--- src/hw/rtl/ppmhp_pkg.sv ---
package ppmhp_pkg;

  localparam logic [2:0] ST_HEADER  = 3'd0;
  localparam logic [2:0] ST_DONE    = 3'd1;
  localparam logic [2:0] ST_PAYLOAD = 3'd2;
  localparam logic [2:0] ST_MAGIC   = 3'd3;
  localparam logic [2:0] ST_SYNTAX  = 3'd4;
  localparam logic [2:0] ST_NUMBER  = 3'd5;

  localparam int unsigned CFG_ADDR_BITS = 3;
  localparam logic REG_DIM_LIMIT = 1'b0;
  localparam logic [15:0] DIM_LIMIT_RESET = 16'hFFFF;
  localparam logic [16:0] MAXVAL_LIMIT = 17'd65535;
  localparam logic [15:0] WIDE_SAMPLE = 16'd255;

  typedef struct packed {
    logic [2:0]  status;
    logic [15:0] image_width;
    logic [15:0] image_height;
    logic [15:0] max_sample;
    logic [31:0] header_length;
  } ppmhp_snap_t;

endpackage

--- src/hw/rtl/ppmhp_parse.sv ---
module ppmhp_parse import ppmhp_pkg::*; #(
  parameter int DIM_BITS   = 16,
  parameter int MAX_DIGITS = 20
) (
  input  logic        clk,
  input  logic        rst_n,
  input  logic        accept,
  input  logic [7:0]  data_byte,
  input  logic        last_byte,
  input  logic [15:0] dim_limit,
  output ppmhp_snap_t snap
);

  localparam int DW = $clog2(MAX_DIGITS + 1);
  localparam logic [15:0] DIM_CAP = (DIM_BITS >= 16) ? 16'hFFFF :
                                    16'((33'd1 << DIM_BITS) - 33'd1);

  typedef enum logic [3:0] {
    PH_P, PH_SIX, PH_SEP, PH_SKIP, PH_CMT_PRE, PH_DIGITS, PH_CMT_POST,
    PH_PAYLOAD, PH_ERROR
  } phase_t;

  phase_t      phase_r, phase_nxt;
  logic [1:0]  field_r, field_nxt;
  logic [16:0] acc_r, acc_nxt;
  logic        ovf_r, ovf_nxt;
  logic [DW-1:0] dcnt_r, dcnt_nxt;
  logic [15:0] width_r, width_nxt;
  logic [15:0] height_r, height_nxt;
  logic [15:0] maxval_r, maxval_nxt;
  logic [31:0] cnt_r, cnt_nxt;
  logic [2:0]  err_r, err_nxt;
  ppmhp_snap_t snap_r, snap_nxt;

  logic        done;
  logic        is_space, is_digit, is_hash, is_nl;
  logic [3:0]  digit;
  logic [19:0] acc_mul;
  logic [15:0] dim_eff;
  logic [16:0] limit;
  logic        in_hdr_now, in_hdr_nxt;

  assign is_space = (data_byte == 8'd32) || (data_byte >= 8'd9 && data_byte <= 8'd13);
  assign is_digit = (data_byte >= 8'h30) && (data_byte <= 8'h39);
  assign is_hash  = (data_byte == 8'h23);
  assign is_nl    = (data_byte == 8'h0A);
  assign digit    = 4'(data_byte - 8'h30);
  assign acc_mul  = {acc_r, 3'b000} + {2'b00, acc_r, 1'b0} + {16'd0, digit};
  assign dim_eff  = (dim_limit < DIM_CAP) ? dim_limit : DIM_CAP;
  assign limit    = (field_r == 2'd2) ? MAXVAL_LIMIT : {1'b0, dim_eff};
  assign in_hdr_now = (phase_r != PH_PAYLOAD) && (phase_r != PH_ERROR);

  always_comb begin
    phase_nxt  = phase_r;
    field_nxt  = field_r;
    acc_nxt    = acc_r;
    ovf_nxt    = ovf_r;
    dcnt_nxt   = dcnt_r;
    width_nxt  = width_r;
    height_nxt = height_r;
    maxval_nxt = maxval_r;
    cnt_nxt    = cnt_r;
    err_nxt    = err_r;
    done       = 1'b0;

    if (in_hdr_now && cnt_r != 32'hFFFF_FFFF) begin
      cnt_nxt = cnt_r + 32'd1;
    end

    unique case (phase_r)
      PH_P: begin
        if (data_byte == 8'h50) begin
          phase_nxt = PH_SIX;
        end else begin
          phase_nxt = PH_ERROR;
          err_nxt   = ST_MAGIC;
        end
      end
      PH_SIX: begin
        if (data_byte == 8'h36) begin
          phase_nxt = PH_SEP;
        end else begin
          phase_nxt = PH_ERROR;
          err_nxt   = ST_MAGIC;
        end
      end
      PH_SEP: begin
        if (is_space) begin
          phase_nxt = PH_SKIP;
        end else if (is_hash) begin
          phase_nxt = PH_CMT_PRE;
        end else begin
          phase_nxt = PH_ERROR;
          err_nxt   = ST_SYNTAX;
        end
      end
      PH_SKIP: begin
        if (is_space) begin
          phase_nxt = PH_SKIP;
        end else if (is_hash) begin
          phase_nxt = PH_CMT_PRE;
        end else if (is_digit) begin
          acc_nxt   = {13'd0, digit};
          ovf_nxt   = 1'b0;
          dcnt_nxt  = DW'(1);
          phase_nxt = PH_DIGITS;
        end else begin
          phase_nxt = PH_ERROR;
          err_nxt   = ST_SYNTAX;
        end
      end
      PH_CMT_PRE: begin
        if (is_nl) begin
          phase_nxt = PH_SKIP;
        end
      end
      PH_DIGITS: begin
        if (is_digit) begin
          if (dcnt_r >= DW'(MAX_DIGITS)) begin
            phase_nxt = PH_ERROR;
            err_nxt   = ST_NUMBER;
          end else begin
            if (acc_mul > 20'd65535) begin
              acc_nxt = 17'h10000;
              ovf_nxt = 1'b1;
            end else begin
              acc_nxt = acc_mul[16:0];
            end
            dcnt_nxt = dcnt_r + DW'(1);
          end
        end else if (ovf_r || acc_r == 17'd0 || acc_r > limit) begin
          phase_nxt = PH_ERROR;
          err_nxt   = ST_NUMBER;
        end else begin
          case (field_r)
            2'd0:    width_nxt  = acc_r[15:0];
            2'd1:    height_nxt = acc_r[15:0];
            default: maxval_nxt = acc_r[15:0];
          endcase
          if (is_hash) begin
            phase_nxt = PH_CMT_POST;
          end else if (is_space) begin
            if (field_r >= 2'd2) begin
              phase_nxt = PH_PAYLOAD;
              done      = 1'b1;
            end else begin
              field_nxt = field_r + 2'd1;
              phase_nxt = PH_SKIP;
            end
          end else begin
            phase_nxt = PH_ERROR;
            err_nxt   = ST_SYNTAX;
          end
        end
      end
      PH_CMT_POST: begin
        if (is_nl) begin
          if (field_r >= 2'd2) begin
            phase_nxt = PH_PAYLOAD;
            done      = 1'b1;
          end else begin
            field_nxt = field_r + 2'd1;
            phase_nxt = PH_SKIP;
          end
        end
      end
      default: begin
        phase_nxt = phase_r;
      end
    endcase

    in_hdr_nxt = (phase_nxt != PH_PAYLOAD) && (phase_nxt != PH_ERROR);
    if (last_byte && in_hdr_nxt) begin
      err_nxt   = (phase_nxt == PH_SIX) ? ST_MAGIC : ST_SYNTAX;
      phase_nxt = PH_ERROR;
    end

    if (phase_nxt == PH_ERROR) begin
      snap_nxt.status = err_nxt;
    end else if (done) begin
      snap_nxt.status = ST_DONE;
    end else if (phase_nxt == PH_PAYLOAD) begin
      snap_nxt.status = ST_PAYLOAD;
    end else begin
      snap_nxt.status = ST_HEADER;
    end
    snap_nxt.image_width   = width_nxt;
    snap_nxt.image_height  = height_nxt;
    snap_nxt.max_sample    = maxval_nxt;
    snap_nxt.header_length = cnt_nxt;
  end

  always_ff @(posedge clk) begin
    if (!rst_n) begin
      phase_r  <= PH_P;
      field_r  <= 2'd0;
      acc_r    <= 17'd0;
      ovf_r    <= 1'b0;
      dcnt_r   <= '0;
      width_r  <= 16'd0;
      height_r <= 16'd0;
      maxval_r <= 16'd0;
      cnt_r    <= 32'd0;
      err_r    <= 3'd0;
    end else if (accept) begin
      if (last_byte) begin
        phase_r  <= PH_P;
        field_r  <= 2'd0;
        acc_r    <= 17'd0;
        ovf_r    <= 1'b0;
        dcnt_r   <= '0;
        width_r  <= 16'd0;
        height_r <= 16'd0;
        maxval_r <= 16'd0;
        cnt_r    <= 32'd0;
        err_r    <= 3'd0;
      end else begin
        phase_r  <= phase_nxt;
        field_r  <= field_nxt;
        acc_r    <= acc_nxt;
        ovf_r    <= ovf_nxt;
        dcnt_r   <= dcnt_nxt;
        width_r  <= width_nxt;
        height_r <= height_nxt;
        maxval_r <= maxval_nxt;
        cnt_r    <= cnt_nxt;
        err_r    <= err_nxt;
      end
    end
  end

  always_ff @(posedge clk) begin
    if (accept) begin
      snap_r <= snap_nxt;
    end
  end

  assign snap = snap_r;

endmodule

--- src/hw/rtl/ppmhp_size.sv ---
module ppmhp_size import ppmhp_pkg::*; (
  input  logic        clk,
  input  logic        load,
  input  ppmhp_snap_t snap,
  output logic [2:0]  status,
  output logic [15:0] image_width,
  output logic [15:0] image_height,
  output logic [15:0] max_sample,
  output logic [31:0] header_length,
  output logic [34:0] payload_bytes
);

  logic [31:0] area;
  logic [33:0] triple;
  logic [34:0] size_nxt;
  ppmhp_snap_t snap_r;
  logic [34:0] size_r;

  assign area     = snap.image_width * snap.image_height;
  assign triple   = {1'b0, area, 1'b0} + {2'b00, area};
  assign size_nxt = (snap.max_sample > WIDE_SAMPLE) ? {triple, 1'b0} : {1'b0, triple};

  always_ff @(posedge clk) begin
    if (load) begin
      snap_r <= snap;
      size_r <= size_nxt;
    end
  end

  assign status        = snap_r.status;
  assign image_width   = snap_r.image_width;
  assign image_height  = snap_r.image_height;
  assign max_sample    = snap_r.max_sample;
  assign header_length = snap_r.header_length;
  assign payload_bytes = size_r;

endmodule

--- src/hw/rtl/ppm_p6_header_parser_top.sv ---
// channel   dir  signals                                   request
// in_       in   in_valid in_ready in_data_byte in_last_byte    one file byte
// out_      out  out_valid out_ready out_status ...             one status per byte
// cfg_      in   cfg_psel cfg_penable cfg_pwrite cfg_paddr ...  register access
// one byte accepted per cycle unless out_ready stalls; each status passes
// through both stages: stage one parses the byte and updates header state,
// stage two forms the payload size with one 16x16 multiply and holds the result
// rst_n is synchronous, active low; dimension_limit resets to 65535
// a stalled out_ready holds both stages and drops in_ready only once both are full
module ppm_p6_header_parser_top import ppmhp_pkg::*; #(
  parameter int DIM_BITS   = 16,
  parameter int MAX_DIGITS = 20
) (
  input  logic        clk,
  input  logic        rst_n,
  input  logic        in_valid,
  output logic        in_ready,
  input  logic [7:0]  in_data_byte,
  input  logic        in_last_byte,
  output logic        out_valid,
  input  logic        out_ready,
  output logic [2:0]  out_status,
  output logic [15:0] out_image_width,
  output logic [15:0] out_image_height,
  output logic [15:0] out_max_sample,
  output logic [31:0] out_header_length,
  output logic [34:0] out_payload_bytes,
  input  logic        cfg_psel,
  input  logic        cfg_penable,
  input  logic        cfg_pwrite,
  input  logic [CFG_ADDR_BITS-1:0] cfg_paddr,
  input  logic [31:0] cfg_pwdata,
  output logic [31:0] cfg_prdata,
  output logic        cfg_pready
);

  logic        s1_valid_r, s1_valid_nxt;
  logic        s2_valid_r, s2_valid_nxt;
  logic        accept, s2_load;
  logic [15:0] dim_limit_r;
  logic        reg_hit;
  ppmhp_snap_t snap;

  assign cfg_pready = 1'b1;
  assign reg_hit    = (cfg_paddr[CFG_ADDR_BITS-1] == REG_DIM_LIMIT);
  assign cfg_prdata = reg_hit ? {16'd0, dim_limit_r} : 32'd0;

  always_ff @(posedge clk) begin
    if (!rst_n) begin
      dim_limit_r <= DIM_LIMIT_RESET;
    end else if (cfg_psel && cfg_penable && cfg_pwrite && cfg_pready && reg_hit) begin
      dim_limit_r <= cfg_pwdata[15:0];
    end
  end

  assign s2_load  = s1_valid_r && (!s2_valid_r || out_ready);
  assign in_ready = !s1_valid_r || s2_load;
  assign accept   = in_valid && in_ready;
  assign out_valid = s2_valid_r;

  always_comb begin
    s1_valid_nxt = accept ? 1'b1 : (s2_load ? 1'b0 : s1_valid_r);
    s2_valid_nxt = s2_load ? 1'b1 : (out_ready ? 1'b0 : s2_valid_r);
  end

  always_ff @(posedge clk) begin
    if (!rst_n) begin
      s1_valid_r <= 1'b0;
      s2_valid_r <= 1'b0;
    end else begin
      s1_valid_r <= s1_valid_nxt;
      s2_valid_r <= s2_valid_nxt;
    end
  end

  ppmhp_parse #(
    .DIM_BITS   (DIM_BITS),
    .MAX_DIGITS (MAX_DIGITS)
  ) u_parse (
    .clk       (clk),
    .rst_n     (rst_n),
    .accept    (accept),
    .data_byte (in_data_byte),
    .last_byte (in_last_byte),
    .dim_limit (dim_limit_r),
    .snap      (snap)
  );

  ppmhp_size u_size (
    .clk           (clk),
    .load          (s2_load),
    .snap          (snap),
    .status        (out_status),
    .image_width   (out_image_width),
    .image_height  (out_image_height),
    .max_sample    (out_max_sample),
    .header_length (out_header_length),
    .payload_bytes (out_payload_bytes)
  );

endmodule
--- config.mk ---
export PLATFORM = sky130hd
export DESIGN_NAME = ppm_p6_header_parser_top
export DESIGN_NICKNAME = d
export VERILOG_FILES = /design/src/hw/rtl/ppmhp_pkg.sv /design/src/hw/rtl/ppmhp_parse.sv /design/src/hw/rtl/ppmhp_size.sv /design/src/hw/rtl/ppm_p6_header_parser_top.sv
export SDC_FILE = /design/constraint.sdc
export NUM_CORES = 1
export LEC_CHECK = 0
export BUFFER_PORTS_ARGS = -buffer_cell sky130_fd_sc_hd__buf_4
export CORE_ASPECT_RATIO = 0.5
export CORE_MARGIN = 5
export CORE_UTILIZATION = 62
export CTS_CLUSTER_SIZE = 28
export DETAILED_ROUTE_END_ITERATION = 16
export PLACE_DENSITY = 0.82
export SLEW_MARGIN = 20
export SYNTH_ARGS = -nofsm -noshare
export SYNTH_HDL_FRONTEND = slang
export SYNTH_SLANG_ARGS = --single-unit
--- constraint.sdc ---
create_clock -name clk -period 11.07 [get_ports clk]
set_input_delay 0 -clock clk [delete_from_list [all_inputs] [get_ports clk]]
set_output_delay 0 -clock clk [all_outputs]
set_load 0.03 [all_outputs]
Yosys cells after proc, flatten, opt, wreduce, memory -nomap -nowiden
Cells that the tools add are included.
{"block": "totals", "in_bits": 51, "word_cells": 206, "output_inout_bits": 153, "ff_bits": 331}
{"block": "op_classes", "n_bitwise": 1, "mul": 1, "eq_ne": 32, "order_cmp": 10, "add_sub_neg": 7, "muxes": 100, "reduce_logical": 29}
{"op": "2-to-1 mux 16 bit", "n": 18}
{"op": "2-to-1 mux 17 bit", "n": 7}
{"op": "2-to-1 mux 32 bit", "n": 2}
{"op": "2-to-1 mux 4 bit", "n": 16}
{"op": "2-to-1 mux 3 bit", "n": 18}
{"op": "adder 33 x 32 -> 34 bit", "n": 1}
{"op": "2-to-1 mux 34 bit", "n": 1}
{"op": "one-hot mux 17 bit (2 select lines)", "n": 1}
{"op": "adder 32 x 1 -> 32 bit, second input constant", "n": 1}
{"op": "multiplier 16 x 16 -> 32 bit", "n": 1}
{"op": "inequality test 32 bit, second input constant", "n": 1}
{"op": "2-to-1 mux 5 bit", "n": 6}
{"op": "one-hot mux 4 bit (7 select lines)", "n": 1}
{"op": "equality test 8 x 6 -> 1 bit, second input constant", "n": 3}
{"op": "adder 20 x 18 -> 20 bit", "n": 1}
{"op": "adder 20 x 4 -> 20 bit", "n": 1}
{"op": "greater-than comparator 20 x 16 -> 1 bit, second input constant", "n": 1}
{"op": "inequality test 3 bit, second input constant", "n": 6}
{"op": "greater-than comparator 17 bit", "n": 1}
{"op": "logical NOT 17 bit", "n": 1}
{"op": "2-to-1 mux 1 bit", "n": 17}
{"op": "equality test 4 x 3 -> 1 bit, second input constant", "n": 4}
{"op": "greater-than comparator 16 x 8 -> 1 bit, second input constant", "n": 1}
{"op": "less-than comparator 16 bit, second input constant", "n": 1}
{"op": "35 further kinds", "n": 69}

Depth between registers and ports, before layout
Gate-level depths: netlist of run 1.
{"block": "depth", "depth_word": 16, "mapped_depth": 38, "ltp_nobuf": 37}

Hierarchy
From an unflattened synthesis of run 1, not the netlist that was laid out.
{"block": "hier_totals", "cells_unflattened": 2589, "area_unflattened_um2": 25862.3}
{"mod": "ppmhp_size", "seq_area_each_um2": 3543.4, "cells_each": 1445, "area_each_um2": 14336.2, "n_inst": 1}
{"mod": "ppmhp_parse", "seq_area_each_um2": 4734.5, "cells_each": 1029, "area_each_um2": 10455.0, "n_inst": 1}
{"mod": "ppm_p6_header_parser_top", "seq_area_each_um2": 360.3, "cells_each": 115, "area_each_um2": 1071.0, "n_inst": 1}

Least setup slack after synthesis of run 1
No wires, ideal clock.
{"block": "synth_timing", "path_type": "reg2reg", "startpoint": "register u_parse.snap_r (netlist bit u_parse.snap[54])", "endpoint": "register u_size.size_r[32], in the netlist u_size.payload_bytes[32], data pin", "stages_incl_launch_ff": 32, "t_required_ps": 10920, "arrival_ps": 7777, "path_slack_ps": 3142, "path_buffers": 1, "period_less_slack_ps": 7928, "cell_sequence": "edfxtp_1 > clkbuf_1 > and2_1 > fa_1 > inv_1 > fa_1 > fa_1 > fa_1 > inv_1 > fa_1 > inv_1 > fa_1 > inv_1 > ha_1 > nand3_1 > nor2_2 > and3_1 > a211oi_2 > o31ai_1 > xor2_1 > ha_1 > nand4_1 > nor3_1 > nand4_1 > o211ai_1 > nand2_1 > o21a_1 > o41a_1 > o31ai_4 > a21oi_2 > o32a_1 > o211ai_2"}
{"block": "synth_via", "elab_chain_len": 3}
{"element": "start: declaration", "line": "ppmhp_parse.sv:33", "text": "ppmhp_snap_t snap_r, snap_nxt;"}
{"element": "start signal: assignment", "line": "ppmhp_parse.sv:234", "text": "snap_r <= snap_nxt;"}
{"element": "multiplier 16 x 16 -> 32 bit", "line": "ppmhp_size.sv:19", "text": "assign area = snap.image_width * snap.image_height;"}
{"element": "adder 33 x 32 -> 34 bit", "line": "ppmhp_size.sv:20", "text": "assign triple = {1'b0, area, 1'b0} + {2'b00, area};"}
{"element": "2-to-1 mux 34 bit", "line": "ppmhp_size.sv:21", "text": "assign size_nxt = (snap.max_sample > WIDE_SAMPLE) ? {triple, 1'b0} : {1'b0, triple};"}
{"element": "via u_size.size_nxt[32]", "line": "ppmhp_size.sv:15", "text": "logic [34:0] size_nxt;"}
{"element": "end signal: assignment", "line": "ppmhp_size.sv:26", "text": "size_r <= size_nxt;"}
{"element": "end: declaration", "line": "ppmhp_size.sv:17", "text": "logic [34:0] size_r;"}
The timed path passes the listed nets, and every way through them passes these cells.
A chain may end at the register's enable or synchronous reset.

Worst setup path in the final report of run 1
{"block": "layout_timing", "startpoint": "register u_parse.snap_r (netlist bit u_parse.snap[70])", "endpoint": "register u_size.size_r[32], in the netlist u_size.payload_bytes[32], data pin"}
The elaborated chain is that of the path after synthesis.

==> results of run 1 <==
[kinds of logic (layout without fill, tap and decap cells)]
logic type               after synthesis  in the layout
adder cells (fa/ha/maj)              388            388
other                                  2             17
AO/OA/AOI/OAI                        463            463
buffers and inverters                408            541
multiplexers                          56             56
AND/OR/NAND/NOR                      838            838
XOR/XNOR                              97             97
flip-flops                           331            331
[through the flow]
step                hold slack (ps)  power, W
floorplan                       110   0.00441
global placement                211   0.00502
detailed placement              216   0.00509
CTS                            13.7   0.00615
global route                   53.5   0.00670
finish                         28.2   0.00613
[where the power goes]
| group | internal, W | switching [W] | leakage [nW] | total [W] |
|---|---|---|---|---|
| registers | 0.00154 | 0.0000563 | 3.02 | 0.00159 |
| clock network | 0.000566 | 0.000480 | 0.467 | 0.00105 |
| logic | 0.00145 | 0.00204 | 9.00 | 0.00349 |
| total | 0.00355 | 0.00258 | 12.5 | 0.00613 |
[cell usage after synthesis (all sizes together) (67+ instances only)]
library cell and instances:
nor2 96, clkbuf 98, inv 285, edfxtp 201, fa 197, ha 191, a22oi 67, nor2b 114
dfxtp 130, and2 143, nand2 292, a21oi 112, o21ai 108
[per-layer routing]
metal | vias to the layer above | track usage [%]
met5 | - | 0
met3 | 103 | 4.89
met4 | 0 | 5.46
met1 | 9072 | 34.2
met2 | 665 | 41.6
li1 | 9026 | -
[flip-flops by register name, summed over array words and instances (netlist names)]
signal / count
u_parse.width_r: 16
u_parse.height_r: 16
u_size.status: 3
u_parse.phase_r: 4
u_parse.snap: 83
u_parse.field_r: 2
u_size.header_length: 32
out_valid: 1
dim_limit_r: 16
u_size.max_sample: 16
u_parse.ovf_r: 1
u_parse.maxval_r: 16
u_parse.acc_r: 17
u_size.image_width: 16
u_parse.err_r: 3
u_parse.cnt_r: 32
s1_valid_r: 1
u_size.image_height: 16
u_size.payload_bytes: 35
u_parse.dcnt_r: 5
[worst paths after layout]
path / endpoint / slack (ps)
worst min-delay path: dim_limit_r[9] / 30
worst min register to register: u_size.header_length[11] / 420
worst max register to register: u_size.payload_bytes[32] / 2180
worst max-delay path: u_size.payload_bytes[32] / 2180
[layout make-up]
cell class              instances  area (µm²)  area share [%]
clock buffers                  38         801            2.83
clock inverters                18         189           0.668
inverters                     285        1070            3.79
multi-input cells            1859       15300            54.2
flip-flops and latches        331        8640            30.6
well taps                     540         676            2.39
repair buffers                200        1570            5.56
==> run_results.csv, run 1 <==
group,metric,value,unit
status,outcome,"finished clean",
worst_setup_path,critical_path.startpoint_type,"flop",
drt,wl_met2,27100,µm
die,start_util,62.8,%
yosys,muxShareOfSynthArea,2.58,%
drt,ant_nets,0,
yosys,synth_cell_types,90,
timing,hold_viol,0,
timing,rsz0062_at_grt,"no",
worst_setup_path,max_stage_delay,720,ps
die,die_x,297,µm
global_routing,grt_pass1_vias,18800,
worst_setup_path,r2r_cells,30,
yosys,postSynthCellCount,2583,
layout,fin_cells,3271,
clock_network,numCtsBuffers,30,
hold_path,holdPathStages,2,
die,core,40500,µm²
drt,routed_via_density,5.77,
placed_design,gp_congestion,0.902,
hold_path,hp-start,"rst_n",
yosys,synth_xor_area_share,3.36,%
yosys,synth_flop_cell,"edfxtp_1",
clock_network,hold_buffers,25,
layout,n_antenna_cell,0,
yosys,synth_top_cell_by_area,"edfxtp_1",
worst_setup_path,slowest_stage,"edfxtp_1",
clock_network,insertion_delay,610,ps
worst_setup_path,cp_data_arrival_time,9320,ps
yosys,synth_adder_area_share,24.9,%
worst_setup_path,required,11510,ps
yosys,postSynthAreaPerCell,9.86,µm²
die,dieArea,45500,µm²
layout,utilization,69.7,%
drt,wl,57500,µm
yosys,synth_compound_area_share,12.2,%
worst_setup_path,cp.depth,30,
layout,fillCellCount,3011,
layout,stdcell_area,28300,µm²
run,max_cap_viol_count,0,
placed_design,dp_cells,3189,
global_routing,gr-total-overflow,0,
worst_setup_path,critical_path.top_delay_family,"adder cells",
layout,final_nets,3146,
hold_path,hold_path_class,"primary input to flop",
layout,final_common_cell,"nand2_1",
drt,dr.pass1.iters,5,
yosys,netlist_top_cells_area,"edfxtp_1, fa_1, dfxtp_1",
timing,maxSlewViolCount,0,
yosys,synthSimpleGateAreaFrac,16.7,%
power,power_density,217,nW/µm²
yosys,yosysTopAreaCellShare,23.7,%
clock_network,cts.repair.resized,0,
clock_network,tritoncts,"built",
yosys,netlist_area,25500,µm²
clock_network,path_clk_slew,70,ps
timing,fin_tns_setup,0,ps
worst_setup_path,startpoint,"u_parse.snap[70]",
global_routing,grt_max_degree,118,
timing,fin_skew,34.2,ps
drt,drc,0,
placed_design,place_area,27000,µm²
worst_setup_path,cp_num_buf_inv,4,
die,ios,204,
die,fp.dieH,153,µm
timing,setup_ws,2180,ps
drt,avgRoutedWirePerCell,17.6,µm
clock_network,cts-root-buf,"clkbuf_16",
yosys,synth_warnings,0,
die,rows,52,
yosys,yosysSeqAreaShare,33.9,%
worst_setup_path,critPathMostFrequentCell,"fa_1",
timing,tightest_slew,1070,ps
drt,wl_met3,4350,µm
clock_network,clockBufferDepth,3,
timing,max_freq,113,MHz
timing,min_period,8890,ps
placed_design,dp_hpwl,41100,µm
worst_setup_path,reg2reg_from,"u_parse.snap[70]",
layout,drive_gt1_share,11.6,%
clock_network,clock-sinks,331,
layout,final_cell_mix,"nand2_1, inv_1, edfxtp_1, fa_1, ha_1",
worst_setup_path,endpoint_kind,"flop",
timing,fin_crit_sh,80.3,%
clock_network,cts_setup_buffers,0,
power,ir_drop,0.353,mV
timing,setup_viol,0,
worst_setup_path,worstSetupPathType,"flop to flop",
global_routing,antenna_found_initial,0,
global_routing,grt_pass1_wl,94200,µm
clock_network,cts_max_level,1,
yosys,synth_edf_count,201,
timing,timing.slew.headroom,28.4,%
global_routing,gr-usage-all-layers,24.9,%
power,leakage,12.5,nW
placed_design,pre_cts_slack,2270,ps
placed_design,portBuffers,168,
drt,highest_layer,"met4",
yosys,async_flop_share,0,%
worst_setup_path,crit_fanout,17,
drt,vias,18900,
drt,drt-initial-drc-count,1612,
drt,drt-met1-wl,24800,µm
yosys,synth-seq-cells,331,
layout,syn_to_final_growth,11.0,%
yosys,synth_top_family_by_area,"adder cells",
(Power assumes the default switching activity.)
==> inputs of run 2 (changes only) <==
- CORE_UTILIZATION: 62 -> 56
- PLACE_DENSITY: 0.82 -> 0.78
- clock period: 11.07 -> 7.25 ns (I/O delays scaled with it)
==> run_results.csv, run 2 (synthesized netlist as in run 1, its figures left out) <==
group,metric,value,unit
timing,min_period,8000,ps
worst_setup_path,startpoint,"u_parse.snap[52]",
timing,maxSlewViolCount,0,
global_routing,gr-usage-all-layers,24.5,%
power,pwr-share-comb,67.2,%
die,ios,204,
timing,hold_viol,0,
worst_setup_path,rrSetupSlack,-750,ps
hold_path,hold_path_class,"primary input to flop",
drt,drt-initial-drc-count,1392,
power,power.share.clock,13.0,%
layout,final_nets,3427,
timing,max_freq,125,MHz
die,die_x,312,µm
global_routing,grt_max_degree,95,
worst_setup_path,critical_path.startpoint_type,"flop",
worst_setup_path,cp_data_arrival_time,8440,ps
run,max_cap_viol_count,0,
worst_setup_path,setup.worst_path.end,"u_size.payload_bytes[32]",
drt,drc,0,
drt,vias,20000,
status,violations,"negative setup slack",
layout,drive_gt1_share,23.7,%
layout,largest_register_ffs,83,
timing,whs,97.4,ps
drt,ant_nets,0,
worst_setup_path,max_stage_delay,540,ps
worst_setup_path,reg2reg_from,"u_parse.snap[52]",
power,power_density,388,nW/µm²
worst_setup_path,worstSetupPathType,"flop to flop",
clock_network,insertion_delay,610,ps
die,fp.dieH,161,µm
power,leakage,14.0,nW
layout,syn_to_final_growth,22.2,%
power,sequentialPowerShare,19.8,%
clock_network,tritoncts,"built",
drt,routed_via_density,5.55,
layout,fillCellCount,3346,
worst_setup_path,r2r_cells,30,
die,start_util,56.5,%
power,intPower,0.00727,W
placed_design,gp_congestion,0.886,
drt,wl,62200,µm
timing,tightest_slew,1100,ps
die,core,45100,µm²
timing,fin_tns_setup,-6320,ps
worst_setup_path,required,7690,ps
drt,dr.pass1.iters,5,
status,outcome,"finished with violations",
clock_network,cts-root-buf,"clkbuf_16",
global_routing,grt_pass1_wl,103000,µm
layout,final_common_cell,"buf_4",
power,total_power,0.0121,W
die,rows,55,
worst_setup_path,r2r_end,"u_size.payload_bytes[32]",
worst_setup_path,slowest_stage,"fa_1",
timing,setup_viol,16,
timing,fin_crit_sh,110,%
placed_design,dp_cells,3493,
timing,setup_ws,-753,ps
power,p_sw,0.00481,W
clock_network,clock-sinks,331,
timing,rsz0062_at_grt,"yes",
layout,fin_cells,3609,
worst_setup_path,crit_fanout,6,
drt,avgRoutedWirePerCell,17.2,µm
die,dieArea,50100,µm²
global_routing,grt_pass1_vias,20700,
power,ir_drop,0.612,mV
clock_network,cts_max_level,1,
layout,final_cell_mix,"buf_4, nand2_1, inv_1, edfxtp_1, fa_1",
power,p_sw_share,39.9,%
layout,utilization,69.1,%
timing,fin_skew,31.0,ps
clock_network,path_clk_slew,70,ps
clock_network,numCtsBuffers,29,
placed_design,dp_hpwl,45900,µm
placed_design,portBuffers,168,
global_routing,antenna_found_initial,0,
global_routing,gr-total-overflow,0,
layout,n_antenna_cell,0,
worst_setup_path,critPathMostFrequentCell,"fa_1",
worst_setup_path,endpoint_kind,"flop",
clock_network,clockBufferDepth,3,
timing,timing.slew.headroom,26.7,%
## run 2: cell count changes in the layout (fill, tap and decap cells not counted), sizes merged
| cell | delta |
|---|---|
| buf | +280 |
| inv | +4 |
| clkinv | -3 |
| clkinvlp | -3 |
| dlygate4sd3 | +2 |
## run 2: through the flow
stage	area [µm²]	setup WS, ps
after floorplan	25900	-443
after global placement	29200	-663
after detailed placement	29200	-904
after CTS	30900	-620
after global routing	31100	-1020
final	31100	-753
## run 2: critical path, delay by kind of cell (launching register included)
| kind | cells | cell delay, ps |
|---|---|---|
| adders and majority gates | 8 | 3500 |
| AOI/OAI and AO/OA | 9 | 2140 |
| and+or+nand+nor | 7 | 1160 |
| DFF | 1 | 520 |
| buffers and inverters | 6 | 520 |
## run 2: worst min-delay path by stage
stage	start	end	slack (ps)	cells past startpoint
after global routing	in_data_byte[7]	u_parse.snap[82]	130	4
after floorplan	cfg_paddr[2]	cfg_prdata[0]	110	1
after global placement	cfg_pwdata[5]	dim_limit_r[5]	210	3
after detailed placement	cfg_pwdata[5]	dim_limit_r[5]	210	3
after CTS	in_data_byte[7]	u_parse.snap[82]	80	4
final	in_data_byte[7]	u_parse.snap[82]	100	4
## run 2: per-layer routing
layer | part of all wire, % | vias to the layer above | global-route usage, %
met4 | 2.4 | 0 | 6.12
met1 | 43 | 9766 | 32.4
met2 | 49 | 593 | 42.7
met3 | 5.9 | 118 | 3.65
li1 | - | 9569 | -
met5 | 0 | - | 0
## run 2: area by class of cell
| cell class | instances | area (µm²) | share of cell area, % |
|---|---|---|---|
| Clock inverter | 16 | 155 | 0.498 |
| Timing Repair Buffer | 482 | 3740 | 12.0 |
| Inverter | 285 | 1070 | 3.45 |
| Sequential cell | 331 | 8640 | 27.7 |
| Clock buffer | 38 | 791 | 2.54 |
| Tap cell | 598 | 748 | 2.40 |
| Multi-Input combinational cell | 1859 | 16000 | 51.3 |
## run 2: power groups by stage
stage                     combinational [W]  sequential [W]  clock [W]
after floorplan                     0.00438         0.00263          0
after global placement              0.00675         0.00244          0
after detailed placement            0.00690         0.00244          0
after CTS                           0.00753         0.00240    0.00159
after global routing                0.00892         0.00241    0.00167
final                               0.00812         0.00240    0.00157
## run 2: repair_timing
item                                    4_1_cts  5_1_grt
endpoints found under the setup margin       19       19
hold buffers                                 27        0
pin swaps                                    94       12
buffers inserted                             27        9
hold endpoints to repair                     41        0
gates resized for setup                      84       33
